===== config.mk =====
export PLATFORM = sky130hd
export DESIGN_NAME = sha256_byte_stream_hasher_core
export DESIGN_NICKNAME = d
export VERILOG_FILES = /design/src/hw/rtl/sha_bsh_pkg.sv /design/src/hw/rtl/sha256_byte_stream_hasher_core.sv /design/src/hw/rtl/sha_bsh_datapath.sv /design/src/hw/rtl/sha_bsh_ctrl.sv
export SDC_FILE = /design/constraint.sdc
export NUM_CORES = 2
export LEC_CHECK = 0
export ABC_AREA = 0
export BUFFER_PORTS_ARGS = -buffer_cell sky130_fd_sc_hd__buf_4
export CORE_MARGIN = 3
export CORE_UTILIZATION = 50
export CTS_BUF_LIST = sky130_fd_sc_hd__clkbuf_8
export DETAILED_ROUTE_END_ITERATION = 10
export GPL_TIMING_DRIVEN = 0
export MAX_ROUTING_LAYER = met4
export PLACE_DENSITY = 0.71
export SYNTH_ARGS = -nofsm -noshare
export SYNTH_HDL_FRONTEND = slang
export SYNTH_SLANG_ARGS = --single-unit

===== constraint.sdc =====
create_clock -name clk -period 31 [get_ports clk]
set_clock_uncertainty 0.1 [all_clocks]
set_input_delay 7.75 -clock clk [delete_from_list [all_inputs] [get_ports clk]]
set_output_delay 7.75 -clock clk [all_outputs]
set_load 0.005 [all_outputs]

===== src/hw/rtl/sha_bsh_pkg.sv =====
// Package: payload types, control struct, constants and SHA-256 round functions.
`timescale 1ns / 1ps

package sha_bsh_pkg;

	// Field widths and counters
	localparam int FILL_W  = 6;
	localparam int MSG_W   = 61;
	localparam int LEN_W   = 64;
	localparam int ROUND_W = 6;
	localparam int CNT_W   = 4;

	localparam logic [FILL_W-1:0]  LEN_POS    = 6'd56;
	localparam logic [FILL_W-1:0]  LAST_FILL  = 6'd63;
	localparam logic [ROUND_W-1:0] ROUND_LAST = 6'd63;
	localparam logic [7:0]         PAD_BYTE   = 8'h80;
	localparam logic [CNT_W-1:0]   DIGEST_WORDS = 4'd8;
	localparam logic [2:0]         LAST_INDEX = 3'd7;

	// Item kinds
	localparam logic KIND_ABSORB = 1'b0;
	localparam logic KIND_FINISH = 1'b1;

	// Initial hash values, element i is hash word i
	localparam logic [7:0][31:0] HASH_IV = {
		32'h5be0cd19, 32'h1f83d9ab, 32'h9b05688c, 32'h510e527f,
		32'ha54ff53a, 32'h3c6ef372, 32'hbb67ae85, 32'h6a09e667
	};

	typedef struct packed {
		logic       kind;
		logic [7:0] data_byte;
	} item_t;

	typedef struct packed {
		logic [31:0] digest_word;
		logic [2:0]  word_index;
		logic        last;
	} word_t;

	// Sequencer to datapath commands
	typedef struct packed {
		logic               shift_en;
		logic [7:0]         shift_byte;
		logic               load_vars;
		logic               round_en;
		logic [ROUND_W-1:0] round_idx;
		logic               fold_en;
		logic               init_hash;
	} dp_cmd_t;

	function automatic logic [31:0] bsig0(input logic [31:0] x);
		return {x[1:0], x[31:2]} ^ {x[12:0], x[31:13]} ^ {x[21:0], x[31:22]};
	endfunction

	function automatic logic [31:0] bsig1(input logic [31:0] x);
		return {x[5:0], x[31:6]} ^ {x[10:0], x[31:11]} ^ {x[24:0], x[31:25]};
	endfunction

	function automatic logic [31:0] ssig0(input logic [31:0] x);
		return {x[6:0], x[31:7]} ^ {x[17:0], x[31:18]} ^ {3'b000, x[31:3]};
	endfunction

	function automatic logic [31:0] ssig1(input logic [31:0] x);
		return {x[16:0], x[31:17]} ^ {x[18:0], x[31:19]} ^ {10'b0, x[31:10]};
	endfunction

	function automatic logic [31:0] f_ch(input logic [31:0] e, input logic [31:0] f,
			input logic [31:0] g);
		return (e & f) ^ (~e & g);
	endfunction

	function automatic logic [31:0] f_maj(input logic [31:0] a, input logic [31:0] b,
			input logic [31:0] c);
		return (a & b) ^ (a & c) ^ (b & c);
	endfunction

	// Round constants
	function automatic logic [31:0] round_k(input logic [ROUND_W-1:0] idx);
		logic [31:0] k;
		case (idx)
			6'd0:  k = 32'h428a2f98;
			6'd1:  k = 32'h71374491;
			6'd2:  k = 32'hb5c0fbcf;
			6'd3:  k = 32'he9b5dba5;
			6'd4:  k = 32'h3956c25b;
			6'd5:  k = 32'h59f111f1;
			6'd6:  k = 32'h923f82a4;
			6'd7:  k = 32'hab1c5ed5;
			6'd8:  k = 32'hd807aa98;
			6'd9:  k = 32'h12835b01;
			6'd10: k = 32'h243185be;
			6'd11: k = 32'h550c7dc3;
			6'd12: k = 32'h72be5d74;
			6'd13: k = 32'h80deb1fe;
			6'd14: k = 32'h9bdc06a7;
			6'd15: k = 32'hc19bf174;
			6'd16: k = 32'he49b69c1;
			6'd17: k = 32'hefbe4786;
			6'd18: k = 32'h0fc19dc6;
			6'd19: k = 32'h240ca1cc;
			6'd20: k = 32'h2de92c6f;
			6'd21: k = 32'h4a7484aa;
			6'd22: k = 32'h5cb0a9dc;
			6'd23: k = 32'h76f988da;
			6'd24: k = 32'h983e5152;
			6'd25: k = 32'ha831c66d;
			6'd26: k = 32'hb00327c8;
			6'd27: k = 32'hbf597fc7;
			6'd28: k = 32'hc6e00bf3;
			6'd29: k = 32'hd5a79147;
			6'd30: k = 32'h06ca6351;
			6'd31: k = 32'h14292967;
			6'd32: k = 32'h27b70a85;
			6'd33: k = 32'h2e1b2138;
			6'd34: k = 32'h4d2c6dfc;
			6'd35: k = 32'h53380d13;
			6'd36: k = 32'h650a7354;
			6'd37: k = 32'h766a0abb;
			6'd38: k = 32'h81c2c92e;
			6'd39: k = 32'h92722c85;
			6'd40: k = 32'ha2bfe8a1;
			6'd41: k = 32'ha81a664b;
			6'd42: k = 32'hc24b8b70;
			6'd43: k = 32'hc76c51a3;
			6'd44: k = 32'hd192e819;
			6'd45: k = 32'hd6990624;
			6'd46: k = 32'hf40e3585;
			6'd47: k = 32'h106aa070;
			6'd48: k = 32'h19a4c116;
			6'd49: k = 32'h1e376c08;
			6'd50: k = 32'h2748774c;
			6'd51: k = 32'h34b0bcb5;
			6'd52: k = 32'h391c0cb3;
			6'd53: k = 32'h4ed8aa4a;
			6'd54: k = 32'h5b9cca4f;
			6'd55: k = 32'h682e6ff3;
			6'd56: k = 32'h748f82ee;
			6'd57: k = 32'h78a5636f;
			6'd58: k = 32'h84c87814;
			6'd59: k = 32'h8cc70208;
			6'd60: k = 32'h90befffa;
			6'd61: k = 32'ha4506ceb;
			6'd62: k = 32'hbef9a3f7;
			6'd63: k = 32'hc67178f2;
			default: k = 32'h0;
		endcase
		return k;
	endfunction

endpackage


===== src/hw/rtl/sha256_byte_stream_hasher_core.sv =====
// Top level: SHA-256 byte stream hasher with digest word output buffer.
//
//  channel | signals                        | direction | moves
//  item    | item_valid, item_ready, item   | in        | absorb byte or finish
//  word    | word_valid, word_ready, word   | out       | one 32-bit digest word
//
// An absorb byte shifts in when accepted; the byte that fills a block also loads the
// working variables and starts 64 rounds on the shared round unit, then one fold;
// no item is taken meanwhile. A finish shifts in 9 to 72 pad bytes one per cycle, runs
// one or two compressions, then loads the digest into the word buffer, eight words out.
// Reset clears the sequencer, counters and hash words; the block buffer is not cleared.
// A stalled word side only holds a finish in its last step until the buffer drains.
`timescale 1ns / 1ps

module sha256_byte_stream_hasher_core import sha_bsh_pkg::*; (
	input  logic  clk,
	input  logic  arst_n,
	input  logic  item_valid,
	output logic  item_ready,
	input  item_t item,
	output logic  word_valid,
	input  logic  word_ready,
	output word_t word
);

	dp_cmd_t          cmd;
	logic [7:0][31:0] digest;
	logic [7:0][31:0] buf_q;
	logic [CNT_W-1:0] cnt_q;
	logic [2:0]       idx_q;
	logic             out_busy;

	sha_bsh_ctrl u_ctrl (
		.clk        (clk),
		.arst_n     (arst_n),
		.item_valid (item_valid),
		.item_ready (item_ready),
		.item       (item),
		.out_busy   (out_busy),
		.cmd        (cmd)
	);

	sha_bsh_datapath u_dp (
		.clk    (clk),
		.arst_n (arst_n),
		.cmd    (cmd),
		.digest (digest)
	);

	assign out_busy   = (cnt_q != '0);
	assign word_valid = out_busy;

	// Digest word buffer: captured whole, shifted out word 0 first
	always_ff @(posedge clk or negedge arst_n) begin
		if (!arst_n) begin
			cnt_q <= '0;
			idx_q <= '0;
		end else if (cmd.init_hash) begin
			cnt_q <= DIGEST_WORDS;
			idx_q <= '0;
		end else if (word_valid && word_ready) begin
			cnt_q <= cnt_q - CNT_W'(1);
			idx_q <= idx_q + 3'd1;
		end
	end

	always_ff @(posedge clk) begin
		if (cmd.init_hash) begin
			buf_q <= digest;
		end else if (word_valid && word_ready) begin
			buf_q <= {32'h0, buf_q[7:1]};
		end
	end

	assign word.digest_word = buf_q[0];
	assign word.word_index  = idx_q;
	assign word.last        = (idx_q == LAST_INDEX);

endmodule


===== src/hw/rtl/sha_bsh_datapath.sv =====
// Datapath: block shift register / message schedule, working variables, round unit, hash words.
`timescale 1ns / 1ps

module sha_bsh_datapath import sha_bsh_pkg::*; (
	input  logic             clk,
	input  logic             arst_n,
	input  dp_cmd_t          cmd,
	output logic [7:0][31:0] digest
);

	// 512-bit block window: first byte at the top, schedule word j at [511-32j -: 32]
	logic [511:0]     win_q;
	logic [7:0][31:0] v_q;
	logic [7:0][31:0] hash_q;

	logic [31:0] w0, w1, w9, w14, w_new;
	logic [31:0] t1, t2;

	// Schedule taps and the next schedule word
	assign w0    = win_q[511:480];
	assign w1    = win_q[479:448];
	assign w9    = win_q[223:192];
	assign w14   = win_q[63:32];
	assign w_new = ssig1(w14) + w9 + ssig0(w1) + w0;

	// Shared round unit
	assign t1 = v_q[7] + bsig1(v_q[4]) + f_ch(v_q[4], v_q[5], v_q[6])
		+ round_k(cmd.round_idx) + w0;
	assign t2 = bsig0(v_q[0]) + f_maj(v_q[0], v_q[1], v_q[2]);

	// Block bytes shift in one per cycle while shift_en is set; rounds shift the window by a word
	always_ff @(posedge clk) begin
		if (cmd.shift_en) begin
			win_q <= {win_q[503:0], cmd.shift_byte};
		end else if (cmd.round_en) begin
			win_q <= {win_q[479:0], w_new};
		end
	end

	// Working variables a..h at index 0..7
	always_ff @(posedge clk) begin
		if (cmd.load_vars) begin
			v_q <= hash_q;
		end else if (cmd.round_en) begin
			v_q <= {v_q[6], v_q[5], v_q[4], v_q[3] + t1, v_q[2], v_q[1], v_q[0], t1 + t2};
		end
	end

	// Chaining value
	always_ff @(posedge clk or negedge arst_n) begin
		if (!arst_n) begin
			hash_q <= HASH_IV;
		end else if (cmd.init_hash) begin
			hash_q <= HASH_IV;
		end else if (cmd.fold_en) begin
			for (int i = 0; i < 8; i++) begin
				hash_q[i] <= hash_q[i] + v_q[i];
			end
		end
	end

	assign digest = hash_q;

endmodule


===== src/hw/rtl/sha_bsh_ctrl.sv =====
// Sequencer: byte counting, padding, round counting and finish handling.
`timescale 1ns / 1ps

module sha_bsh_ctrl import sha_bsh_pkg::*; (
	input  logic    clk,
	input  logic    arst_n,
	input  logic    item_valid,
	output logic    item_ready,
	input  item_t   item,
	input  logic    out_busy,
	output dp_cmd_t cmd
);

	typedef enum logic [4:0] {
		ST_IDLE  = 5'b00001,
		ST_PAD   = 5'b00010,
		ST_ROUND = 5'b00100,
		ST_FOLD  = 5'b01000,
		ST_DONE  = 5'b10000
	} state_t;

	state_t              state_q;
	logic [FILL_W-1:0]   fill_q;
	logic [MSG_W-1:0]    msg_q;
	logic [ROUND_W-1:0]  round_q;
	logic [LEN_W-1:0]    len_q;
	logic                fin_q;    // finish in progress
	logic                first_q;  // next pad byte is the 0x80 marker
	logic                lenph_q;  // length bytes under way, next block is the last

	logic       accept;
	logic       is_len;
	logic [7:0] pad_byte;
	logic       shift_en;

	assign item_ready = (state_q == ST_IDLE);
	assign accept     = item_valid && item_ready;

	// Pad byte: marker, zeros, then the bit length from the top byte down
	assign is_len   = !first_q && (lenph_q || fill_q == LEN_POS);
	assign pad_byte = first_q ? PAD_BYTE : (is_len ? len_q[LEN_W-1 -: 8] : 8'h00);
	assign shift_en = (accept && item.kind == KIND_ABSORB) || (state_q == ST_PAD);

	// Datapath commands
	always_comb begin
		cmd            = '0;
		cmd.shift_en   = shift_en;
		cmd.shift_byte = (state_q == ST_PAD) ? pad_byte : item.data_byte;
		cmd.load_vars  = shift_en && (fill_q == LAST_FILL);
		cmd.round_en   = (state_q == ST_ROUND);
		cmd.round_idx  = round_q;
		cmd.fold_en    = (state_q == ST_FOLD);
		cmd.init_hash  = (state_q == ST_DONE) && !out_busy;
	end

	// Sequencer
	always_ff @(posedge clk or negedge arst_n) begin
		if (!arst_n) begin
			state_q <= ST_IDLE;
			fill_q  <= '0;
			msg_q   <= '0;
			round_q <= '0;
			fin_q   <= 1'b0;
			first_q <= 1'b0;
			lenph_q <= 1'b0;
		end else begin
			case (state_q)
				ST_IDLE: begin
					if (accept) begin
						if (item.kind == KIND_ABSORB) begin
							fill_q <= fill_q + FILL_W'(1);
							msg_q  <= msg_q + MSG_W'(1);
							if (fill_q == LAST_FILL) begin
								state_q <= ST_ROUND;
							end
						end else begin
							fin_q   <= 1'b1;
							first_q <= 1'b1;
							state_q <= ST_PAD;
						end
					end
				end
				ST_PAD: begin
					fill_q  <= fill_q + FILL_W'(1);
					first_q <= 1'b0;
					if (is_len) begin
						lenph_q <= 1'b1;
					end
					if (fill_q == LAST_FILL) begin
						state_q <= ST_ROUND;
					end
				end
				ST_ROUND: begin
					round_q <= round_q + ROUND_W'(1);
					if (round_q == ROUND_LAST) begin
						state_q <= ST_FOLD;
					end
				end
				ST_FOLD: begin
					if (!fin_q) begin
						state_q <= ST_IDLE;
					end else if (lenph_q) begin
						state_q <= ST_DONE;
					end else begin
						state_q <= ST_PAD;
					end
				end
				ST_DONE: begin
					// wait for the previous digest to drain, then restart
					if (!out_busy) begin
						fin_q   <= 1'b0;
						lenph_q <= 1'b0;
						msg_q   <= '0;
						state_q <= ST_IDLE;
					end
				end
				default: begin
					state_q <= ST_IDLE;
				end
			endcase
		end
	end

	// Bit length, shifted out a byte at a time while padding
	always_ff @(posedge clk) begin
		if (accept && item.kind == KIND_FINISH) begin
			len_q <= {msg_q, 3'b000};
		end else if (state_q == ST_PAD && is_len) begin
			len_q <= {len_q[LEN_W-9:0], 8'h00};
		end
	end

`ifndef SYNTHESIS
	a_round_idle: assert property (@(posedge clk) disable iff (!arst_n)
		(state_q != ST_ROUND) |-> (round_q == '0))
		else $error("round counter not zero outside rounds");

	a_round_end: assert property (@(posedge clk) disable iff (!arst_n)
		(state_q == ST_ROUND && round_q == ROUND_LAST) |=> (state_q == ST_FOLD))
		else $error("last round not followed by fold");

	a_len_fin: assert property (@(posedge clk) disable iff (!arst_n)
		lenph_q |-> fin_q)
		else $error("length phase outside finish");

	a_done_block: assert property (@(posedge clk) disable iff (!arst_n)
		(state_q == ST_DONE) |-> (fill_q == '0 && lenph_q))
		else $error("digest ready with partial block");
`endif

endmodule


==> summary.md <==
| Metric | Value |
|---|---|
| Result of the run | `complete, but fails checks` |
| Violated checks | `max-capacitance violations, max-slew violations` |
| DR vias | `72200` |
| Part of the Yosys area used for sequential elements | `47.6%` |
| GRT overflow | `0` |
| Slowest CP cell | `sky130_fd_sc_hd__nor2b_1` |
| Initial core utilization | `50.5%` |
| Layout cell share with drive strength beyond 1 | `6.77%` |
| Maximum clock frequency | `78.8 MHz` |
| Actual slew at the worst max-slew pin | `roughly 1.5 ns` |
| Mapped Nets | `9977` |
| Worst min-delay path category | `flop to flop` |
| Most common cell in the synthesized netlist | `sky130_fd_sc_hd__nand2_1` |
| HPWL Detailed | `approximately 230000 um` |
| Post-synth EDFFs | `1085` |
| Pwr per Cell Area | `110 nW/um2` |
| Post-synth top flop | `sky130_fd_sc_hd__edfxtp_1` |
| Longest Clk Path Bufs | `3` |
| Pin count of the biggest net entering global routing | `83` |
| Wire length of the first global-routing pass | `449000 um` |
| Number of search-and-repair iterations in the first detailed-routing pass | `8` |
| Average vias per placed instance | `5.90` |
| Worst EP arrival | `13.31 ns` |
| Required arrival time at the worst endpoint | `between 30 and 40 ns` |
| Iteration-0 DRC count of the detailed router | `9146` |
| Peak fanout along the critical path | `14` |
| Placement row count | `between 150 and 200` |
| Count of nets after finishing | `~10000` |
| DRC viols | `0` |
| Post-synthesis instance total | `9371` |
| Clock tree from TritonCTS | `done` |
| Clock Sinks | `1429` |
| Setup Crit Path Kind | `flop to flop` |
| Area share of the largest cell type after synthesis | `37.5%` |
| Die ar. | `~180000 um2` |
| RSZ-0062 raised after global routing | `no` |
| Die Width | `about 420 um` |
| Final max-slew violation count | `11` |
| ANT nets after route | `0` |
| Aggregate negative setup slack | `0 ns` |
| Final setup violating endpoints | `0` |
| Count of hold buffers inserted by post-cts repair | `0` |
| Clock transition at the registers of the reported paths | `0.06 ns` |
| Clock buffers created by TritonCTS | `~240` |
| Vertical die dimension | `423 um` |
| Max-slew headroom | `-1.79%` |
| Final-layout fill cell count | `between 15000 and 20000` |
| Count of different cell masters after synthesis | `93` |
| Library cell occupying the most area in the post-synthesis netlist | `sky130_fd_sc_hd__edfxtp_1` |
| Final clock period utilization by the worst path | `40.9%` |
| Routed length per placed instance | `25.3 um` |
| Placed inst area | `90800 um2` |
| Synth async-reset ratio | `24.1%` |
| Leading post-synthesis cells by instance count | `sky130_fd_sc_hd__nand2_1 (3159), sky130_fd_sc_hd__edfxtp_1 (1085), sky130_fd_sc_hd__a21oi_1 (483)` |
| Clock network latency to the later pin of the worst-skew pair | `1.05 ns` |
| Category of the worst setup path capture point | `flop` |
| Area growth from synthesis to final layout | `10.3%` |
| Leakage power of the design | `41.7 nW` |
| GRT Total Usage | `a little over a third` |
| Count of instances resized after the clock tree is built | `0` |
| Maxcap violations | `3` |
| Cell area after layout | `95800 um2` |
| Final routed wirelength across all metal layers | `309000 um` |
| Flip-flop and latch area | `between 40000 and 50000 um2` |
| Number of H-tree branching levels | `4` |
| Minimum period implied by the final worst setup slack | `12.68 ns` |
| Peak supply drop | `0.230 mV` |
| Root buf cell | `sky130_fd_sc_hd__clkbuf_8` |
| Synth warnings | `0` |
| I/O pin count | `51` |
| Multi-input gate area in the final layout | `42300 um2` |
| Syn avg cell area | `9.27 um2` |
| CP startpoint kind | `flop` |
| Via count of the first global-routing pass | `68800` |
| Critical Path Max Stage Delay | `0.99 ns` |
| Final hold violations | `0` |
| Routability-driven placement congestion ratio | `1.04` |
| Count of input and output buffers | `50` |
| Register bit total from synthesis | `1429` |
| Post-CTS Setup Inserts | `0` |
| Number of antenna violations at the first check in global routing | `13` |
| Post-synthesis instance area | `86900 um2` |
| Cell types with the largest area share after synthesis | `sky130_fd_sc_hd__edfxtp_1 (38%), sky130_fd_sc_hd__nand2_1 (14%), sky130_fd_sc_hd__dfrtp_1 (6.0%), sky130_fd_sc_hd__ha_1 (5.7%), sky130_fd_sc_hd__fa_1 (4.5%)` |
| Core area | `172000 um2` |
## power by group
part,switching (mW),internal [mW],total [mW]
combinational,3.59,2.09,5.67
sequential,0.273,2.85,3.12
clock,0.852,0.905,1.76
## cell type report
cell class	count	area share [%]
antenna	13	0.0339
buffer	531	2.23
clock buffer	272	3.91
clock inverter	185	1.28
inverter	298	1.17
multi-input combinational	7113	44.2
sequential	1429	43.2
tap	2310	3.02
timing repair buffer	75	1.05
## cells in the final DEF, fill, tap and decap left out, types with 47 or more instances in the layout
cell type / count
sky130_fd_sc_hd__nand2_1: 3156
sky130_fd_sc_hd__edfxtp_1: 1085
sky130_fd_sc_hd__a21oi_1: 483
sky130_fd_sc_hd__o21ai_0: 461
sky130_fd_sc_hd__clkbuf_1: 441
sky130_fd_sc_hd__nor2_1: 416
sky130_fd_sc_hd__ha_1: 398
sky130_fd_sc_hd__inv_1: 391
sky130_fd_sc_hd__xnor2_1: 388
sky130_fd_sc_hd__clkbuf_8: 272
sky130_fd_sc_hd__xor2_1: 242
sky130_fd_sc_hd__dfrtp_1: 207
sky130_fd_sc_hd__fa_1: 195
sky130_fd_sc_hd__a21o_1: 175
sky130_fd_sc_hd__nand3_1: 160
sky130_fd_sc_hd__dfstp_2: 137
sky130_fd_sc_hd__nor3_1: 120
sky130_fd_sc_hd__buf_4: 82
sky130_fd_sc_hd__nand2b_1: 69
sky130_fd_sc_hd__o21a_1: 63
sky130_fd_sc_hd__and3_1: 62
sky130_fd_sc_hd__and2_1: 60
sky130_fd_sc_hd__a211oi_1: 48
sky130_fd_sc_hd__nor2b_1: 47
## worst max-delay path: cells and delay by family (launching register included)
| kind | cells | cell delay (ns) |
|---|---|---|
| fa+ha+maj | 7 | 3.10 |
| xor+xnor | 1 | 0.15 |
| flops | 1 | 0.50 |
| compound gates | 14 | 4.25 |
| simple gates | 6 | 2.00 |
| buf+inv | 6 | 2.27 |
## routing by layer
metal  global-route usage [%]  part of all wire (%)  up-vias
met3                     7.78                    10      829
met4                     17.6                   5.7        0
met5                        -                     0        -
met2                     51.1                    44     3929
li1                         -                     -    32600
met1                     45.5                    40    34800
## flip-flops by register name, indices dropped and copies added, names as in the netlist, 4 cells and up
register        cells
word               32
u_dp.win_q        512
u_ctrl.len_q       61
u_ctrl.msg_q       61
u_ctrl.round_q      6
u_ctrl.fill_q       6
buf_q             224
u_dp.v_q          256
cnt_q               4
u_dp.digest       256
u_ctrl.state_q      5
## per-stage QoR
stage	total power, mW	utilization [%]	hold WS (ns)	setup WS, ns	std cells
final	10.6	55.7	0.404	18.32	12200
after global routing	11.1	55.7	0.428	18.05	12200
after CTS	10.4	55.7	0.400	18.76	12200
after detailed placement	8.60	52.8	0.390	18.36	11800
after global placement	8.71	52.4	0.390	4.01	11700
after floorplan	6.97	-	0.366	9.88	9371
## path summary, 6_finish.rpt
kind,from,end,slack (ns),cells after the start
max,u_ctrl.round_q[1]$_DFFE_PN0P_,u_dp.v_q[31]$_DFFE_PP_,18.32,34
min,u_dp.digest[127]$_DFFE_PN1P_,u_dp.digest[127]$_DFFE_PN1P_,0.40,2
max reg2reg,u_ctrl.round_q[1]$_DFFE_PN0P_,u_dp.v_q[31]$_DFFE_PP_,18.32,34
min reg2reg,u_dp.digest[127]$_DFFE_PN1P_,u_dp.digest[127]$_DFFE_PN1P_,0.40,2
max in group asynchronous,arst_n,u_dp.digest[85]$_DFFE_PN1P_,22.48,4
min in group asynchronous,arst_n,idx_q[1]$_DFFE_PN0P_,6.53,1
## kinds of logic (layout without fill, tap and decap cells)
logic type                 count (synthesis)  after routing  share of synthesized area [%]
xor gates and xnor gates                 630            630                           6.35
adders and majority gates                617            617                           10.5
AOI/OAI and AO/OA                       1582           1582                           11.3
muxes                                     52             52                          0.686
and+or+nand+nor                         4232           4232                           19.9
other                                      0             13                              0
DFF                                     1429           1429                           47.6
buffers and inverters                    829           1361                           3.72
Power figures use the tool's default switching activity.
